--- config.mk ---
export PLATFORM = sky130hd
export DESIGN_NAME = lru_page_replacement_top
export DESIGN_NICKNAME = d
export VERILOG_FILES = /design/src/design/lru_pkg.sv /design/src/design/lru_ram.sv /design/src/design/lru_scan.sv /design/src/design/lru_page_replacement_top.sv
export SDC_FILE = /design/constraint.sdc
export NUM_CORES = 2
export LEC_CHECK = 0
export ABC_AREA = 0
export BUFFER_PORTS_ARGS = -buffer_cell sky130_fd_sc_hd__buf_2
export CELL_PAD_IN_SITES_DETAIL_PLACEMENT = 0
export CELL_PAD_IN_SITES_GLOBAL_PLACEMENT = 1
export CORE_MARGIN = 2
export CORE_UTILIZATION = 56
export DETAILED_ROUTE_END_ITERATION = 8
export PLACE_DENSITY_LB_ADDON = 0.1
export SYNTH_ARGS = -nofsm -noshare
export SYNTH_HDL_FRONTEND = slang
export SYNTH_SLANG_ARGS = --single-unit
--- constraint.sdc ---
create_clock -name aclk -period 9.4 [get_ports aclk]
set_input_delay 1.88 -clock aclk [delete_from_list [all_inputs] [get_ports aclk]]
set_output_delay 1.88 -clock aclk [all_outputs]
set_load 0.01 [all_outputs]
--- src/design/lru_pkg.sv ---
package lru_pkg;

    localparam int PAGES   = 32;
    localparam int FRAMES  = 16;
    localparam int PAGE_W  = $clog2(PAGES);
    localparam int FRAME_W = 4;
    localparam int TIME_W  = 32;
    localparam int CNT_W   = 32;
    localparam int CFG_W   = 5;
    localparam int ENTRY_W = TIME_W + FRAME_W;

    localparam logic [CFG_W-1:0] FRAME_CNT_RESET = CFG_W'(4);
    localparam logic [CFG_W-1:0] FRAMES_MAX      = CFG_W'(FRAMES);

    typedef struct packed {
        logic [TIME_W-1:0]  last_use;
        logic [FRAME_W-1:0] frame;
    } lru_entry_t;

    typedef struct packed {
        logic              clear;
        logic              step;
        logic [PAGE_W-1:0] idx;
    } scan_ctrl_t;

    typedef struct packed {
        logic               found;
        logic [PAGE_W-1:0]  victim;
        logic [FRAME_W-1:0] frame;
    } scan_res_t;

endpackage

--- src/design/lru_ram.sv ---
module lru_ram #(
    parameter int WIDTH = 8,
    parameter int DEPTH = 32
) (
    input  logic                     aclk,
    input  logic                     we,
    input  logic [$clog2(DEPTH)-1:0] waddr,
    input  logic [WIDTH-1:0]         wdata,
    input  logic [$clog2(DEPTH)-1:0] raddr,
    output logic [WIDTH-1:0]         rdata
);

    logic [WIDTH-1:0] mem_reg [DEPTH];
    logic [WIDTH-1:0] rdata_reg;

    always_ff @(posedge aclk) begin
        if (we) begin
            mem_reg[waddr] <= wdata;
        end
        rdata_reg <= mem_reg[raddr];
    end

    assign rdata = rdata_reg;

endmodule

--- src/design/lru_scan.sv ---
module lru_scan (
    input  logic                aclk,
    input  lru_pkg::scan_ctrl_t ctrl,
    input  logic                entry_valid,
    input  lru_pkg::lru_entry_t entry,
    output lru_pkg::scan_res_t  res
);

    logic                        found_reg;
    logic [lru_pkg::TIME_W-1:0]  best_reg;
    logic [lru_pkg::PAGE_W-1:0]  victim_reg;
    logic [lru_pkg::FRAME_W-1:0] frame_reg;
    logic                        take;

    // A strict compare keeps the lowest-numbered page among equally old ones.
    assign take = ctrl.step && entry_valid && (!found_reg || (entry.last_use < best_reg));

    always_ff @(posedge aclk) begin
        if (ctrl.clear) begin
            found_reg <= 1'b0;
        end else if (take) begin
            found_reg  <= 1'b1;
            best_reg   <= entry.last_use;
            victim_reg <= ctrl.idx;
            frame_reg  <= entry.frame;
        end
    end

    assign res.found  = found_reg;
    assign res.victim = victim_reg;
    assign res.frame  = frame_reg;

endmodule

--- src/design/lru_page_replacement_top.sv ---
// A hit or a fault that fills a free frame goes from ST_LOOK to ST_DONE, where its
// result is registered; a fault that evicts first runs ST_SCAN, a serial scan of the
// page table RAM, one entry a cycle, then ST_EVICT. ST_DONE waits for a free output.
// A new request is not taken while one is in work; the next request is accepted once
// the result has moved into the output register.
// Reset clears the valid bits, time stamp and fault count and restarts the fill state; frame count is 4.
module lru_page_replacement_top (
    input  logic                        aclk,
    input  logic                        aresetn,
    input  logic                        cfg_we,
    input  logic [lru_pkg::CFG_W-1:0]   cfg_wdata,
    input  logic                        s_valid,
    output logic                        s_ready,
    input  logic [lru_pkg::PAGE_W-1:0]  s_page,
    output logic                        m_valid,
    input  logic                        m_ready,
    output logic                        m_fault,
    output logic [lru_pkg::FRAME_W-1:0] m_frame,
    output logic                        m_evicted_valid,
    output logic [lru_pkg::PAGE_W-1:0]  m_evicted_page,
    output logic [lru_pkg::CNT_W-1:0]   m_fault_total
);

    typedef enum logic [2:0] {
        ST_IDLE,
        ST_LOOK,
        ST_SCAN,
        ST_EVICT,
        ST_DONE
    } state_t;

    state_t                       state_reg;
    logic [lru_pkg::PAGES-1:0]    page_valid_reg;
    logic [lru_pkg::CFG_W-1:0]    frame_count_reg;
    logic [lru_pkg::FRAME_W-1:0]  fill_ptr_reg;
    logic                         filling_reg;
    logic [lru_pkg::TIME_W-1:0]   time_reg;
    logic [lru_pkg::TIME_W-1:0]   now_reg;
    logic [lru_pkg::CNT_W-1:0]    fault_cnt_reg;
    logic [lru_pkg::PAGE_W-1:0]   page_reg;
    logic [lru_pkg::PAGE_W-1:0]   scan_reg;

    logic                         res_fault_reg;
    logic [lru_pkg::FRAME_W-1:0]  res_frame_reg;
    logic                         res_ev_valid_reg;
    logic [lru_pkg::PAGE_W-1:0]   res_ev_page_reg;

    logic                         m_valid_reg;
    logic                         m_fault_reg;
    logic [lru_pkg::FRAME_W-1:0]  m_frame_reg;
    logic                         m_ev_valid_reg;
    logic [lru_pkg::PAGE_W-1:0]   m_ev_page_reg;
    logic [lru_pkg::CNT_W-1:0]    m_total_reg;

    logic                         ram_we;
    logic [lru_pkg::PAGE_W-1:0]   ram_waddr;
    lru_pkg::lru_entry_t          ram_wentry;
    logic [lru_pkg::PAGE_W-1:0]   ram_raddr;
    logic [lru_pkg::ENTRY_W-1:0]  ram_rdata;
    lru_pkg::lru_entry_t          rd_entry;

    lru_pkg::scan_ctrl_t          scan_ctrl;
    lru_pkg::scan_res_t           scan_res;

    logic [lru_pkg::CFG_W-1:0]    limit;
    logic                         hit;
    logic                         fill_now;
    logic [lru_pkg::CFG_W-1:0]    fill_inc;
    logic [lru_pkg::FRAME_W-1:0]  evict_frame;
    logic                         out_free;
    logic [lru_pkg::PAGES-1:0]    evict_mask;
    logic [lru_pkg::PAGES-1:0]    page_mask;

    assign rd_entry = lru_pkg::lru_entry_t'(ram_rdata);
    assign hit      = page_valid_reg[page_reg];
    assign fill_inc = lru_pkg::CFG_W'(fill_ptr_reg) + lru_pkg::CFG_W'(1);
    assign fill_now = filling_reg && (lru_pkg::CFG_W'(fill_ptr_reg) < limit);
    assign evict_frame = scan_res.found ? scan_res.frame : '0;
    assign out_free = !m_valid_reg || m_ready;
    assign evict_mask = scan_res.found ? (lru_pkg::PAGES'(1) << scan_res.victim) : '0;
    assign page_mask  = lru_pkg::PAGES'(1) << page_reg;

    always_comb begin
        if (frame_count_reg == '0) begin
            limit = lru_pkg::CFG_W'(1);
        end else if (frame_count_reg > lru_pkg::FRAMES_MAX) begin
            limit = lru_pkg::FRAMES_MAX;
        end else begin
            limit = frame_count_reg;
        end
    end

    always_comb begin
        ram_we              = 1'b0;
        ram_waddr           = page_reg;
        ram_wentry.last_use = now_reg;
        ram_wentry.frame    = rd_entry.frame;
        ram_raddr           = '0;
        scan_ctrl.clear     = 1'b0;
        scan_ctrl.step      = 1'b0;
        scan_ctrl.idx       = scan_reg;
        case (state_reg)
            ST_IDLE: begin
                ram_raddr = s_page;
            end
            ST_LOOK: begin
                if (hit) begin
                    ram_we = 1'b1;
                end else if (fill_now) begin
                    ram_we           = 1'b1;
                    ram_wentry.frame = fill_ptr_reg;
                end else begin
                    scan_ctrl.clear = 1'b1;
                end
            end
            ST_SCAN: begin
                ram_raddr      = scan_reg + lru_pkg::PAGE_W'(1);
                scan_ctrl.step = 1'b1;
            end
            ST_EVICT: begin
                ram_we           = 1'b1;
                ram_wentry.frame = evict_frame;
            end
            default: begin
            end
        endcase
    end

    lru_ram #(
        .WIDTH(lru_pkg::ENTRY_W),
        .DEPTH(lru_pkg::PAGES)
    ) u_table (
        .aclk  (aclk),
        .we    (ram_we),
        .waddr (ram_waddr),
        .wdata (ram_wentry),
        .raddr (ram_raddr),
        .rdata (ram_rdata)
    );

    lru_scan u_scan (
        .aclk        (aclk),
        .ctrl        (scan_ctrl),
        .entry_valid (page_valid_reg[scan_reg]),
        .entry       (rd_entry),
        .res         (scan_res)
    );

    always_ff @(posedge aclk) begin
        if (!aresetn) begin
            state_reg       <= ST_IDLE;
            page_valid_reg  <= '0;
            frame_count_reg <= lru_pkg::FRAME_CNT_RESET;
            fill_ptr_reg    <= '0;
            filling_reg     <= 1'b1;
            time_reg        <= '0;
            fault_cnt_reg   <= '0;
            m_valid_reg     <= 1'b0;
        end else begin
            if (cfg_we) begin
                frame_count_reg <= cfg_wdata;
            end
            if (m_ready && state_reg != ST_DONE) begin
                m_valid_reg <= 1'b0;
            end
            case (state_reg)
                ST_IDLE: begin
                    if (s_valid) begin
                        page_reg  <= s_page;
                        now_reg   <= time_reg;
                        time_reg  <= time_reg + lru_pkg::TIME_W'(1);
                        state_reg <= ST_LOOK;
                    end
                end
                ST_LOOK: begin
                    res_ev_valid_reg <= 1'b0;
                    res_ev_page_reg  <= '0;
                    if (hit) begin
                        res_fault_reg <= 1'b0;
                        res_frame_reg <= rd_entry.frame;
                        state_reg     <= ST_DONE;
                    end else begin
                        res_fault_reg <= 1'b1;
                        if (fault_cnt_reg != '1) begin
                            fault_cnt_reg <= fault_cnt_reg + lru_pkg::CNT_W'(1);
                        end
                        if (fill_now) begin
                            res_frame_reg            <= fill_ptr_reg;
                            page_valid_reg[page_reg] <= 1'b1;
                            if (fill_inc >= limit) begin
                                fill_ptr_reg <= '0;
                                filling_reg  <= 1'b0;
                            end else begin
                                fill_ptr_reg <= fill_inc[lru_pkg::FRAME_W-1:0];
                            end
                            state_reg <= ST_DONE;
                        end else begin
                            filling_reg <= 1'b0;
                            scan_reg    <= '0;
                            state_reg   <= ST_SCAN;
                        end
                    end
                end
                ST_SCAN: begin
                    scan_reg <= scan_reg + lru_pkg::PAGE_W'(1);
                    if (scan_reg == lru_pkg::PAGE_W'(lru_pkg::PAGES - 1)) begin
                        state_reg <= ST_EVICT;
                    end
                end
                ST_EVICT: begin
                    res_frame_reg <= evict_frame;
                    if (scan_res.found) begin
                        res_ev_valid_reg <= 1'b1;
                        res_ev_page_reg  <= scan_res.victim;
                    end
                    page_valid_reg <= (page_valid_reg & ~evict_mask) | page_mask;
                    state_reg      <= ST_DONE;
                end
                ST_DONE: begin
                    if (out_free) begin
                        m_valid_reg    <= 1'b1;
                        m_fault_reg    <= res_fault_reg;
                        m_frame_reg    <= res_frame_reg;
                        m_ev_valid_reg <= res_ev_valid_reg;
                        m_ev_page_reg  <= res_ev_page_reg;
                        m_total_reg    <= fault_cnt_reg;
                        state_reg      <= ST_IDLE;
                    end
                end
                default: begin
                    state_reg <= ST_IDLE;
                end
            endcase
        end
    end

    assign s_ready         = (state_reg == ST_IDLE);
    assign m_valid         = m_valid_reg;
    assign m_fault         = m_fault_reg;
    assign m_frame         = m_frame_reg;
    assign m_evicted_valid = m_ev_valid_reg;
    assign m_evicted_page  = m_ev_page_reg;
    assign m_fault_total   = m_total_reg;

    // A request leaves the block busy for at least the table lookup.
    a_busy_after_accept: assert property (@(posedge aclk) disable iff (!aresetn)
        s_valid && s_ready |=> !s_ready)
        else $error("request accepted while a previous one is in work");

    // Only a fault can evict a page.
    a_evict_needs_fault: assert property (@(posedge aclk) disable iff (!aresetn)
        m_valid && m_evicted_valid |-> m_fault)
        else $error("eviction reported on a hit");

    // The fault count never moves backward.
    a_count_monotonic: assert property (@(posedge aclk) disable iff (!aresetn)
        $past(aresetn) |-> fault_cnt_reg >= $past(fault_cnt_reg))
        else $error("fault count decreased");

    // The referenced page is resident whenever its result is issued.
    a_page_resident: assert property (@(posedge aclk) disable iff (!aresetn)
        state_reg == ST_DONE |-> page_valid_reg[page_reg])
        else $error("referenced page not marked valid");

endmodule
==> out/results.ini <==
[clock_tree]
cts_tree=done
path_clk_slew_ns=0.06
clock_insertion_delay_worst_skew_ns=0.74
cts_post_setup_buffers_inserted=0
cts.path.max_buffers=3
cts.htree.levels=4
cts.repair.resized=0
clock-sinks=1436
cts_hold_buf=0
clockRootBuffer=clkbuf_16
cts_inserted_buffers=146

[run]
cap_viol_max_count=0

[setup_path]
worst_setup_path_start_kind=flip-flop
criticalPathCategory=reg2reg
path_max_fanout=28
critical_path_rt_ns=9.78
worst_setup_end_kind=flip-flop
worstPathArrival_ns=5.47
r2r.worst_path.cells=9

[power_and_ir_drop]
powerDensity_nw_per_um2=218
p_total_mw=13.9
vdd_drop_max_mv=0.190
leakagePower_nw=21.9

[synthesis]
synth_edf_count=1289
synth_ff_type=edfxtp_1
post_synth_num_cell_types=57
mappedNetlistArea_um2=57200
ys_async_sr_fraction=0
synth_top_cells_by_area=edfxtp_1 68%, nand2_1 8.0%, nand3_1 5.3%, dfxtp_1 5.1%, a311o_1 2.5%
synth.avg_cell_area_um2=12.8
library_cell_occupying_the_most_area_in_the_post_synthesis_netlist=edfxtp_1
synth_adder_area_share=0.00984
synth-simple-area-share=0.178
seq_area_frac_synth=0.728
portion_of_netlist_area_occupied_by_mux_cells=0.00940
synth_top_family_by_area=simple AND/OR/NAND/NOR gates
synth_xor_area_frac=0.00612
synth.most_common_cell=edfxtp_1
synth.cells.most_frequent=1,289 x edfxtp_1, 1,212 x nand2_1, 610 x nand3_1, 162 x clkbuf_1, 155 x and3_1
synthDominantCellAreaShare=0.677
syn_inst=4464
synth-seq-cells=1436
synth-compound-area-share=0.0453
yosys_warnings=0
synthesis.nets=4524

[die]
die-height_um=324
std_cell_rows=117
horizontal_die_dimension_um=324
initial_utilization=0.563
design.die.area_um2=105000
ioPinCount=60
floorplan.core_area_um2=102000

[final_layout]
flow.area_growth_from_synthesis_pct=11.1
num-nets-final=4531
num_antenna_cells=0
ratio_of_cells_with_drive_above_1_in_the_final_layout=0.0850
instances_no_fill=5957
fillerInstances=7845
max_reg_flops=1152
finalCoreUtilization=0.626

[sta]
finalMaxSlewViolations=0
setup-tns-final_ns=0
slew_headroom=0.157
min_cycle_time_layout_ns=5.10
timing.final.crit_share=0.542
finalClockSkew_ns=0.0223
setup_viol=0
grt_setup_unrepaired=no
hold_viol_final=0
max_freq_mhz=196
worst-slew-pin-transition_ns=1.26

[global_route]
grt_pass1_wl_um=225000
grt_pass1_vias=34500
initial_antenna_violation_count=0
gr-total-overflow=0
grt_max_degree=199
grt_usage=0.292

[placement]
place_inst=5691
io_buffer_count=59
hpwlAfterDp_um=74800
gp_routability_congestion=0.820

[route]
wl_per_cell_um=25.6
postRouteWirelength_um=153000
route.vias.total=36100
drt_drc_violations_left=0
drt_iter0_drc=4206
vias_per_cell=6.06
drt_first_pass_iters=6
antenna_violating_nets_post_route=0

[min_path]
hold_path_depth=0
worst_hold_path_type=reg2reg

[status]
run_status=finished, final reports clean

[cell families after synthesis]
logic type | Yosys count
fa+ha+maj | 45
flops | 1436
compound gates | 329
simple gates | 2253
xor+xnor | 40
mux | 41
buf+inv | 320
[metrics by stage]
step	hold WS [ns]	setup WS (ns)	instance area, µm²
after CTS	0.440	4.34	63600
after global placement	0.413	4.36	59000
after floorplan	0.400	4.69	57200
after detailed placement	0.407	4.30	59000
after global routing	0.442	4.15	63600
final	0.438	4.30	63600
[power breakdown]
part | leakage (nW) | internal [mW] | switching (mW)
clock network | 2.22 | 3.21 | 2.38
registers | 12.9 | 7.06 | 0.120
logic | 6.81 | 0.348 | 0.759
[worst max-delay path: stages, from the launching register on]
cell and delay [ns]:
edfxtp_1 1.18, mux2i_1 0.20, a22oi_1 0.25, nand3_1 0.16
nand4_4 0.23, inv_2 0.16, a31oi_2 0.39, nand2_1 0.56
nor2_4 0.95, buf_4 0.56
[final cells by class]
type	count	area [µm²]	area share
repair buffers	126	886	0.0139
well taps	1368	1710	0.0269
multi-input cells	2708	14500	0.229
clock inverters	53	374	0.00589
inverters	53	199	0.00313
flip-flops and latches	1436	41600	0.655
clock buffers	213	4200	0.0660
[layout by cell type, fill, tap and decap left out, types with 6 or more instances in the layout]
cell type  instances
o31ai_1            6
clkbuf_8           8
nor2b_1           10
and2_1            20
clkinv_2          17
a22oi_1            8
clkbuf_16        156
or3_1             18
o22ai_1           33
or2_2              6
inv_1             51
xor2_1            19
nor3_1            14
nor2_1            62
mux4_2            10
o21ai_0           60
clkbuf_1          49
mux2i_1           29
nand4_1           33
buf_12             7
nor2_4            37
edfxtp_1        1289
xnor2_1           21
buf_4             60
nand3_1          610
nand2b_1          12
buf_2             59
and4_1            41
clkinv_1          23
a21oi_1           36
a21o_1            11
dfxtp_1          147
nand2_1         1210
or4_1              7
and3_1           155
a311o_1          144
ha_1              45
[path summary, 6_finish.rpt]
path / from / end / slack (ns)
worst max register to register: page_reg[1] / u_table.mem_reg[11][21] / 4.30
worst min-delay path: res_fault_reg / m_fault / 0.44
worst max-delay path: page_reg[1] / u_table.mem_reg[11][21] / 4.30
worst min register to register: res_fault_reg / m_fault / 0.44
[per-layer routing]
metal	global-route usage	share of wire	up-vias
met5	0	0	-
met4	0.0886	0.026	0
met3	0.0450	0.073	252
met2	0.467	0.47	1424
met1	0.417	0.43	18100
li1	-	-	16400
Power figures use the tool's default switching activity.
